## src/rtl/rocc_pkg.sv

```systemverilog
// Package for the range occupancy map: transaction payload types, classified
// command type, back-end state encoding and shared constants.
// Depends on nothing; every other file of the block imports it.
`default_nettype none

package rocc_pkg;

	// Default number of positions in the map.
	localparam int POSITIONS_DEF = 128;

	// Item kinds.
	localparam logic KIND_MARK = 1'b0;
	localparam logic KIND_LIST = 1'b1;

	// Result status codes.
	localparam logic STATUS_OK        = 1'b0;
	localparam logic STATUS_RANGE_ERR = 1'b1;

	// Input transaction.
	typedef struct packed {
		logic       kind;
		logic [7:0] range_start;
		logic [7:0] range_end;
	} in_item_t;

	// Result transaction.
	typedef struct packed {
		logic       status;
		logic [6:0] run_count;
		logic       run_valid;
		logic [7:0] run_start;
		logic [7:0] run_end;
		logic       last;
	} out_item_t;

	// Classified command passed from the front end to the back end.
	typedef struct packed {
		logic       kind;
		logic       range_err;
		logic [7:0] range_start;
		logic [7:0] range_end;
	} cmd_t;

	// Back-end sequencer states.
	typedef enum logic [1:0] {
		ST_IDLE,
		ST_COUNT,
		ST_REPORT,
		ST_LIST
	} back_state_t;

endpackage

`default_nettype wire

```

## src/rtl/rocc_front.sv

```systemverilog
// Front end of the range occupancy map: accepts input transactions, checks
// the range bounds and holds classified commands in a two-entry queue.
// Depends on rocc_pkg.
`default_nettype none

module rocc_front #(
	parameter int POSITIONS = rocc_pkg::POSITIONS_DEF
) (
	input  wire               clk,
	input  wire               arst_n,
	input  wire               push,
	output logic              full,
	input  rocc_pkg::in_item_t item,
	output logic              cmd_valid,
	input  wire               cmd_ready,
	output rocc_pkg::cmd_t    cmd
);
	import rocc_pkg::*;

	localparam logic [7:0] POS_MAX = 8'(POSITIONS);

	cmd_t       queue_q [2];
	logic       wr_ptr_q;
	logic       rd_ptr_q;
	logic [1:0] count_q;
	cmd_t       cls;
	logic       wr_en;
	logic       rd_en;

	// Classify the incoming transaction: a zero start or a bound beyond the map
	// is a range error.
	always_comb begin
		cls.kind        = item.kind;
		cls.range_start = item.range_start;
		cls.range_end   = item.range_end;
		cls.range_err   = (item.range_start == 8'd0) || (item.range_start > POS_MAX) ||
			(item.range_end > POS_MAX);
	end

	assign full      = (count_q == 2'd2);
	assign cmd_valid = (count_q != 2'd0);
	assign cmd       = queue_q[rd_ptr_q];
	assign wr_en     = push && !full;
	assign rd_en     = cmd_valid && cmd_ready;

	// Queue storage.
	always_ff @(posedge clk) begin
		if (wr_en) begin
			queue_q[wr_ptr_q] <= cls;
		end
	end

	// Queue pointers and fill count.
	always_ff @(posedge clk or negedge arst_n) begin
		if (!arst_n) begin
			wr_ptr_q <= 1'b0;
			rd_ptr_q <= 1'b0;
			count_q  <= 2'd0;
		end else begin
			if (wr_en) begin
				wr_ptr_q <= !wr_ptr_q;
			end
			if (rd_en) begin
				rd_ptr_q <= !rd_ptr_q;
			end
			case ({wr_en, rd_en})
				2'b10:   count_q <= count_q + 2'd1;
				2'b01:   count_q <= count_q - 2'd1;
				default: count_q <= count_q;
			endcase
		end
	end

endmodule

`default_nettype wire

```

## src/rtl/rocc_back.sv

```systemverilog
// Back end of the range occupancy map: holds the bitmap, applies marks as a
// whole-mask update, counts runs with a bit-serial scan and emits listed runs.
// Depends on rocc_pkg.
`default_nettype none

module rocc_back #(
	parameter int POSITIONS = rocc_pkg::POSITIONS_DEF
) (
	input  wire                clk,
	input  wire                arst_n,
	input  wire                cmd_valid,
	output logic               cmd_ready,
	input  rocc_pkg::cmd_t     cmd,
	output logic               res_valid,
	input  wire                res_ready,
	output rocc_pkg::out_item_t res
);
	import rocc_pkg::*;

	localparam int           PW       = $clog2(POSITIONS + 1);
	localparam logic [PW-1:0] POS_LAST = PW'(POSITIONS);

	back_state_t          state_q;
	back_state_t          state_nxt;
	logic [POSITIONS-1:0] bitmap_q;
	logic [POSITIONS-1:0] scan_q;
	logic [POSITIONS-1:0] mark_mask;
	logic [POSITIONS-1:0] bitmap_nxt;
	logic [PW-1:0]        pos_q;
	logic                 in_run_q;
	logic [6:0]           runs_q;
	logic [6:0]           runs_nxt;
	logic [6:0]           emitted_q;
	logic [7:0]           begin_q;
	logic                 kind_q;
	logic                 err_q;
	logic                 bit_now;
	logic                 run_opens;
	logic                 emit;
	logic                 step;
	logic                 scan_done;

	// Mask of the positions covered by the incoming mark.
	always_comb begin
		for (int i = 0; i < POSITIONS; i++) begin
			mark_mask[i] = (8'(i + 1) >= cmd.range_start) && (8'(i + 1) <= cmd.range_end);
		end
		if ((cmd.kind == KIND_MARK) && !cmd.range_err) begin
			bitmap_nxt = bitmap_q | mark_mask;
		end else begin
			bitmap_nxt = bitmap_q;
		end
	end

	// Scan helpers: the bit under the cursor and whether a run opens there.
	assign bit_now   = scan_q[0];
	assign run_opens = bit_now && !in_run_q;
	assign runs_nxt  = runs_q + {6'd0, run_opens};
	assign scan_done = (pos_q == POS_LAST);

	// Next-state logic.
	always_comb begin
		state_nxt = state_q;
		case (state_q)
			ST_IDLE: begin
				if (cmd_valid) begin
					state_nxt = ST_COUNT;
				end
			end
			ST_COUNT: begin
				if (scan_done) begin
					if ((kind_q == KIND_LIST) && (runs_nxt != 7'd0)) begin
						state_nxt = ST_LIST;
					end else begin
						state_nxt = ST_REPORT;
					end
				end
			end
			ST_REPORT: begin
				if (res_ready) begin
					state_nxt = ST_IDLE;
				end
			end
			ST_LIST: begin
				if (step && scan_done) begin
					state_nxt = ST_IDLE;
				end
			end
			default: state_nxt = ST_IDLE;
		endcase
	end

	// Output logic.
	always_comb begin
		cmd_ready = 1'b0;
		res_valid = 1'b0;
		emit      = 1'b0;
		step      = 1'b0;
		res       = '0;
		case (state_q)
			ST_IDLE: begin
				cmd_ready = 1'b1;
			end
			ST_COUNT: begin
				step = 1'b1;
			end
			ST_REPORT: begin
				// A mark result, or the single result of listing an empty map.
				res_valid     = 1'b1;
				res.status    = (kind_q == KIND_MARK) ? err_q : STATUS_OK;
				res.run_count = runs_q;
				res.last      = 1'b1;
			end
			ST_LIST: begin
				// A run closes on the first clear bit after it.
				emit          = in_run_q && !bit_now;
				res_valid     = emit;
				step          = !emit || res_ready;
				res.status    = STATUS_OK;
				res.run_count = runs_q;
				res.run_valid = 1'b1;
				res.run_start = begin_q;
				res.run_end   = 8'(pos_q);
				res.last      = ((emitted_q + 7'd1) == runs_q);
			end
			default: begin
				cmd_ready = 1'b0;
			end
		endcase
	end

	// Payload registers of the current command and scan.
	always_ff @(posedge clk) begin
		case (state_q)
			ST_IDLE: begin
				if (cmd_valid) begin
					scan_q <= bitmap_nxt;
					kind_q <= cmd.kind;
					err_q  <= cmd.range_err;
				end
			end
			ST_COUNT: begin
				if (scan_done && (kind_q == KIND_LIST)) begin
					scan_q <= bitmap_q;
				end else begin
					scan_q <= {1'b0, scan_q[POSITIONS-1:1]};
				end
			end
			ST_LIST: begin
				if (step) begin
					scan_q <= {1'b0, scan_q[POSITIONS-1:1]};
					if (run_opens) begin
						begin_q <= 8'(pos_q) + 8'd1;
					end
				end
			end
			default: begin
				scan_q <= scan_q;
			end
		endcase
	end

	// Control state: sequencer, bitmap, cursor and run counters.
	always_ff @(posedge clk or negedge arst_n) begin
		if (!arst_n) begin
			state_q   <= ST_IDLE;
			bitmap_q  <= '0;
			pos_q     <= '0;
			in_run_q  <= 1'b0;
			runs_q    <= 7'd0;
			emitted_q <= 7'd0;
		end else begin
			state_q <= state_nxt;
			case (state_q)
				ST_IDLE: begin
					if (cmd_valid) begin
						bitmap_q <= bitmap_nxt;
						pos_q    <= '0;
						in_run_q <= 1'b0;
						runs_q   <= 7'd0;
					end
				end
				ST_COUNT: begin
					runs_q <= runs_nxt;
					if (scan_done) begin
						pos_q     <= '0;
						in_run_q  <= 1'b0;
						emitted_q <= 7'd0;
					end else begin
						pos_q    <= pos_q + PW'(1);
						in_run_q <= bit_now;
					end
				end
				ST_LIST: begin
					if (step) begin
						pos_q    <= pos_q + PW'(1);
						in_run_q <= bit_now;
						if (emit) begin
							emitted_q <= emitted_q + 7'd1;
						end
					end
				end
				default: begin
					pos_q <= pos_q;
				end
			endcase
		end
	end

endmodule

`default_nettype wire

```

## src/rtl/rocc_out.sv

```systemverilog
// Output register of the range occupancy map: holds one finished result and
// presents it as the head of the result queue.
// Depends on rocc_pkg.
`default_nettype none

module rocc_out (
	input  wire                clk,
	input  wire                arst_n,
	input  wire                res_valid,
	output logic               res_ready,
	input  rocc_pkg::out_item_t res,
	output logic               empty,
	input  wire                pop,
	output rocc_pkg::out_item_t result
);
	import rocc_pkg::*;

	logic      valid_q;
	out_item_t data_q;

	// The slot takes a new result when it is free or being emptied.
	assign res_ready = !valid_q || pop;
	assign empty     = !valid_q;
	assign result    = data_q;

	// Result payload.
	always_ff @(posedge clk) begin
		if (res_valid && res_ready) begin
			data_q <= res;
		end
	end

	// Occupancy flag.
	always_ff @(posedge clk or negedge arst_n) begin
		if (!arst_n) begin
			valid_q <= 1'b0;
		end else if (res_ready) begin
			valid_q <= res_valid;
		end
	end

endmodule

`default_nettype wire

```

## src/rtl/range_occupancy_map_top.sv

```systemverilog
// Top level of the range occupancy map: front end, back end and output
// register. Depends on rocc_pkg, rocc_front, rocc_back and rocc_out.
//
// Usage. Input transactions are written with push while full is low; each
// carries a kind (mark or list) and a one-based inclusive range. Results are
// read from the head of the result queue with pop while empty is low.
// A mark gives one result with its status and the run count after the mark.
// A list gives one result per occupied run in ascending order, or a single
// result with run_valid low when the map is empty; the final result of every
// transaction carries last.
// Timing. The front end queues up to two commands; each accepted command is
// registered in the queue before it is offered to the back end, which takes a
// new command only when it is done with the last one. The back end scans the
// bitmap one position per cycle with a bit-serial run counter and scan cursor,
// unless the receiver stalls it. A mark, or a list of an empty map, takes one
// scan of the map; a list with runs scans the map twice, and the number of
// runs lengthens it only when the receiver stalls.
// Reset clears the bitmap, the queue and the output register. When the
// receiver stalls, the back end holds its scan at the next run to report
// while the front end keeps accepting until its queue is full.
`default_nettype none

module range_occupancy_map_top #(
	parameter int POSITIONS = rocc_pkg::POSITIONS_DEF
) (
	input  wire                clk,
	input  wire                arst_n,
	input  wire                push,
	output logic               full,
	input  rocc_pkg::in_item_t  item,
	output logic               empty,
	input  wire                pop,
	output rocc_pkg::out_item_t result
);
	import rocc_pkg::*;

	logic      cmd_valid;
	logic      cmd_ready;
	cmd_t      cmd;
	logic      res_valid;
	logic      res_ready;
	out_item_t res;

	// Acceptance and classification.
	rocc_front #(
		.POSITIONS(POSITIONS)
	) u_front (
		.clk      (clk),
		.arst_n   (arst_n),
		.push     (push),
		.full     (full),
		.item     (item),
		.cmd_valid(cmd_valid),
		.cmd_ready(cmd_ready),
		.cmd      (cmd)
	);

	// Bitmap update and run scanning.
	rocc_back #(
		.POSITIONS(POSITIONS)
	) u_back (
		.clk      (clk),
		.arst_n   (arst_n),
		.cmd_valid(cmd_valid),
		.cmd_ready(cmd_ready),
		.cmd      (cmd),
		.res_valid(res_valid),
		.res_ready(res_ready),
		.res      (res)
	);

	// Result holding register.
	rocc_out u_out (
		.clk      (clk),
		.arst_n   (arst_n),
		.res_valid(res_valid),
		.res_ready(res_ready),
		.res      (res),
		.empty    (empty),
		.pop      (pop),
		.result   (result)
	);

endmodule

`default_nettype wire

```

## config.mk

```make
export PLATFORM = sky130hd
export DESIGN_NAME = range_occupancy_map_top
export DESIGN_NICKNAME = d
export VERILOG_FILES = /design/src/rtl/rocc_pkg.sv /design/src/rtl/rocc_front.sv /design/src/rtl/rocc_back.sv /design/src/rtl/rocc_out.sv /design/src/rtl/range_occupancy_map_top.sv
export SDC_FILE = /design/constraint.sdc
export NUM_CORES = 1
export LEC_CHECK = 0
export BUFFER_PORTS_ARGS = -buffer_cell sky130_fd_sc_hd__buf_2
export CAP_MARGIN = 20
export CELL_PAD_IN_SITES_DETAIL_PLACEMENT = 0
export CELL_PAD_IN_SITES_GLOBAL_PLACEMENT = 1
export CORE_MARGIN = 5
export CORE_UTILIZATION = 50
export CTS_CLUSTER_DIAMETER = 40
export DETAILED_ROUTE_END_ITERATION = 8
export PLACE_DENSITY = 0.76
export REMOVE_ABC_BUFFERS = 1
export SETUP_SLACK_MARGIN = 0.1
export SYNTH_ARGS = -nofsm -noshare
export SYNTH_HDL_FRONTEND = slang
export SYNTH_SLANG_ARGS = --single-unit
```

## constraint.sdc

```tcl
create_clock -name clk -period 5.92 [get_ports clk]
set_input_delay 0.296 -clock clk [delete_from_list [all_inputs] [get_ports clk]]
set_output_delay 0.296 -clock clk [all_outputs]
set_load 0.02 [all_outputs]
```

==> results_dict.tcl <==
set metrics [dict create \
    status "completed" \
    firstDrtPassIters 6 \
    dr_total_vias 15800 \
    synth_edf_count 200 \
    worstPathCellList "buf_4 -> or3b_2 -> nand2_1 -> o21ai_1 -> a2111oi_1 -> nor3_1 -> a31oi_1" \
    cts_tree "done" \
    ys.flop_type "edfxtp_1" \
    clock_sinks 358 \
    drive_above_1_share_pct 11.1 \
    hold_class "in2reg" \
    power.leakage_nw 8.55 \
    met2_length_mm 27.2 \
    gp_congestion 1.04 \
    core_mm2 0.0366 \
    htreeDepth 2 \
    start_kind "flip-flop" \
    max_clock_freq_ghz 0.274 \
    remaining_drc_errors 0 \
    ys_async_sr_fraction_pct 44.1 \
    grt_overflow_total 0 \
    worstSkewPairLatency_ps 580 \
    rows 70 \
    yosysTopAreaCell "edfxtp_1" \
    drt_first_iter_violations 1849 \
    ios 49 \
    area_growth_pct 13.2 \
    layout_setup_ws_ps 2270 \
    io_buffers 48 \
    grt_pass1_wl_mm 95.3 \
    drt-total-wl_mm 62.9 \
    avgRoutedWirePerCell_um 26.4 \
    top_layer "met5" \
    clk_path_buf_depth 3 \
    clock-root-buffer "clkbuf_16" \
    hold_slack_ps 45.9 \
    initial_core_util_pct 50.6 \
    final-setup-viol-count 0 \
    clk_pin_slew_worst_paths_ps 60 \
    vdd_drop_max_uv 288 \
    synth_seq_area_share_pct 53.8 \
    power_mw 6.83 \
    met1Wirelength_mm 27.6 \
    tightest_slew_ps 1240 \
    ant_nets 0 \
    antenna_found_initial 1 \
    die_area_mm2 0.0410 \
    cpPeakStageDelay_ps 920 \
    avgSynthCellArea_um2 9.99 \
    yosysWarnings 0 \
    grt_pass1_vias 14900 \
    hpwl_mm 42.9 \
    slowest_stage "dfrtp_4" \
    postCtsSetupRepairBufs 0 \
    cp.required_ps 6350 \
    yosysUniqueCellTypes 81 \
    synthTopCellsByArea "edfxtp_1 (32%), dfrtp_1 (21%), nand2_1 (6.8%), nor2_1 (3.2%), a32oi_1 (2.8%)" \
    skew_ps 19.1 \
    pre_cts_ws_ps 2340 \
    vias_per_cell 6.62 \
    finish.net_count 1900 \
    cts_buffers 49 \
    path_delay_family "compound AO/OA/AOI/OAI gates" \
    syn-cell-area_mm2 0.0185 \
    die_w_um 202 \
    crit_path_max_fanout 75 \
    yosys_register_bits 358 \
    period_minus_slack_ps 3650 \
    final_common_cell "nand2_1" \
    drv_slew 0 \
    diodes 0 \
    grt_max_degree 150 \
    worstPathArrival_ps 4080 \
    fp.dieH_um 202 \
    path_buf_inv 1 \
    grt_setup_unrepaired "no" \
    synth_cells 1854 \
    critPathKind "reg2reg" \
    yosys.area.top_type_share_pct 32.4 \
    max_cap_violations 0 \
    fin_crit_sh_pct 61.6 \
    slew_headroom_pct 17.2 \
    track_usage_pct 30.4 \
    worst_setup_path_end_kind "flip-flop" \
    wl_met3_mm 5.71 \
    cts-resized-gates 0 \
    power.density_mw_per_mm2 326 \
    layout_common_cells "nand2_1 (338), edfxtp_1 (200), dfrtp_1 (156)" \
    final_hold_viol_count 0 \
]
## area by class of cell
class                   instances  area [um2]
repair buffers                 92         679
well taps                     468         586
flip-flops and latches        358        9970
clock buffers                  60        1340
clock inverters                31         355
fillers                      3115       15600
multi-input cells            1354        7970
inverters                      18        72.6
## state kept, by name (all words and copies together), names as in the netlist
register	flops
u_back.err_q	1
u_front.count_q	2
u_out.valid_q	1
u_out.result	26
u_front.queue_q	36
u_front.rd_ptr_q	1
u_back.kind_q	1
u_back.scan_q	128
u_back.pos_q	8
u_back.begin_q	8
u_back.state_q	2
u_back.runs_q	7
u_back.emitted_q	7
u_back.in_run_q	1
u_front.wr_ptr_q	1
u_back.bitmap_q	128
## per-layer routing
layer  GRT usage, %  up-vias
met2           44.9      812
met3           5.69      164
met4           9.97        2
li1               -     7012
met1           45.5     7773
met5              0        -
## final timing paths
kind / startpoint / to / slack [ps] / depth (start not counted)
worst max register to register: u_front.rd_ptr_q / u_back.scan_q[81] / 2270 / 7
worst min register to register: u_back.bitmap_q[96] / u_back.bitmap_q[96] / 470 / 2
worst min-delay path: push / u_front.wr_ptr_q / 50 / 3
max in group asynchronous: arst_n / u_back.state_q[0] / 4630 / 3
min in group asynchronous: arst_n / u_back.bitmap_q[15] / 200 / 2
worst max-delay path: u_front.rd_ptr_q / u_back.scan_q[81] / 2270 / 7
## per-stage QoR
| step | TNS (ps) | utilization (%) | instances | area, um2 |
|---|---|---|---|---|
| finish | 0 | 57.3 | 2381 | 21000 |
| global route | 0 | 57.3 | 2381 | 21000 |
| CTS | 0 | 57.3 | 2381 | 21000 |
| detailed placement | 0 | 52.1 | 2272 | 19100 |
| global placement | 0 | 52.1 | 2271 | 19100 |
| floorplan | -741240 | - | 1730 | 18000 |
## timing repair
action,CTS,global route
setup endpoints to repair,0,0
hold endpoints to repair,70,0
hold buffers,18,0
## where the power goes
group	switching, mW	leakage [nW]	internal [mW]
clock network	1.18	0.818	1.82
logic	0.783	3.33	0.235
registers	0.114	4.41	2.70
## logic make-up (layout without fill, tap and decap cells)
logic type                 count (synthesis)  count (layout)  synth area share, %
and+or+nand+nor                          721             721                 17.4
AOI/OAI and AO/OA                        562             562                 21.7
DFF                                      358             358                 53.8
buffers and inverters                    142             201                 3.28
muxes                                     37              37                 2.09
xor gates and xnor gates                  28              28                 1.32
adders and majority gates                  6               6                0.405
## cell usage after synthesis, drive strengths merged (10+ instances only)
master / number
o31ai: 11
inv: 15
a22o: 11
o21ai: 103
a31oi: 66
nor3: 66
and2: 12
edfxtp: 200
nand3: 34
o21bai: 67
a311oi: 11
buf: 33
a21o: 47
nand2b: 11
a32oi: 60
and3: 32
mux2i: 24
nand4: 10
a211oi: 22
mux2: 13
nor2: 158
o22ai: 12
dfrtp: 158
xnor2: 19
o211ai: 13
nand2: 340
a221oi: 16
clkbuf: 91
a21oi: 53
## worst register-to-register path, cell delays in order (launching register included)
cell and delay (ps):
dfrtp_4 920, buf_4 470, or3b_2 500, nand2_1 330, o21ai_1 260, a2111oi_1 770, nor3_1 100, a31oi_1 160
No activity file was read; power rests on OpenSTA's default activity.
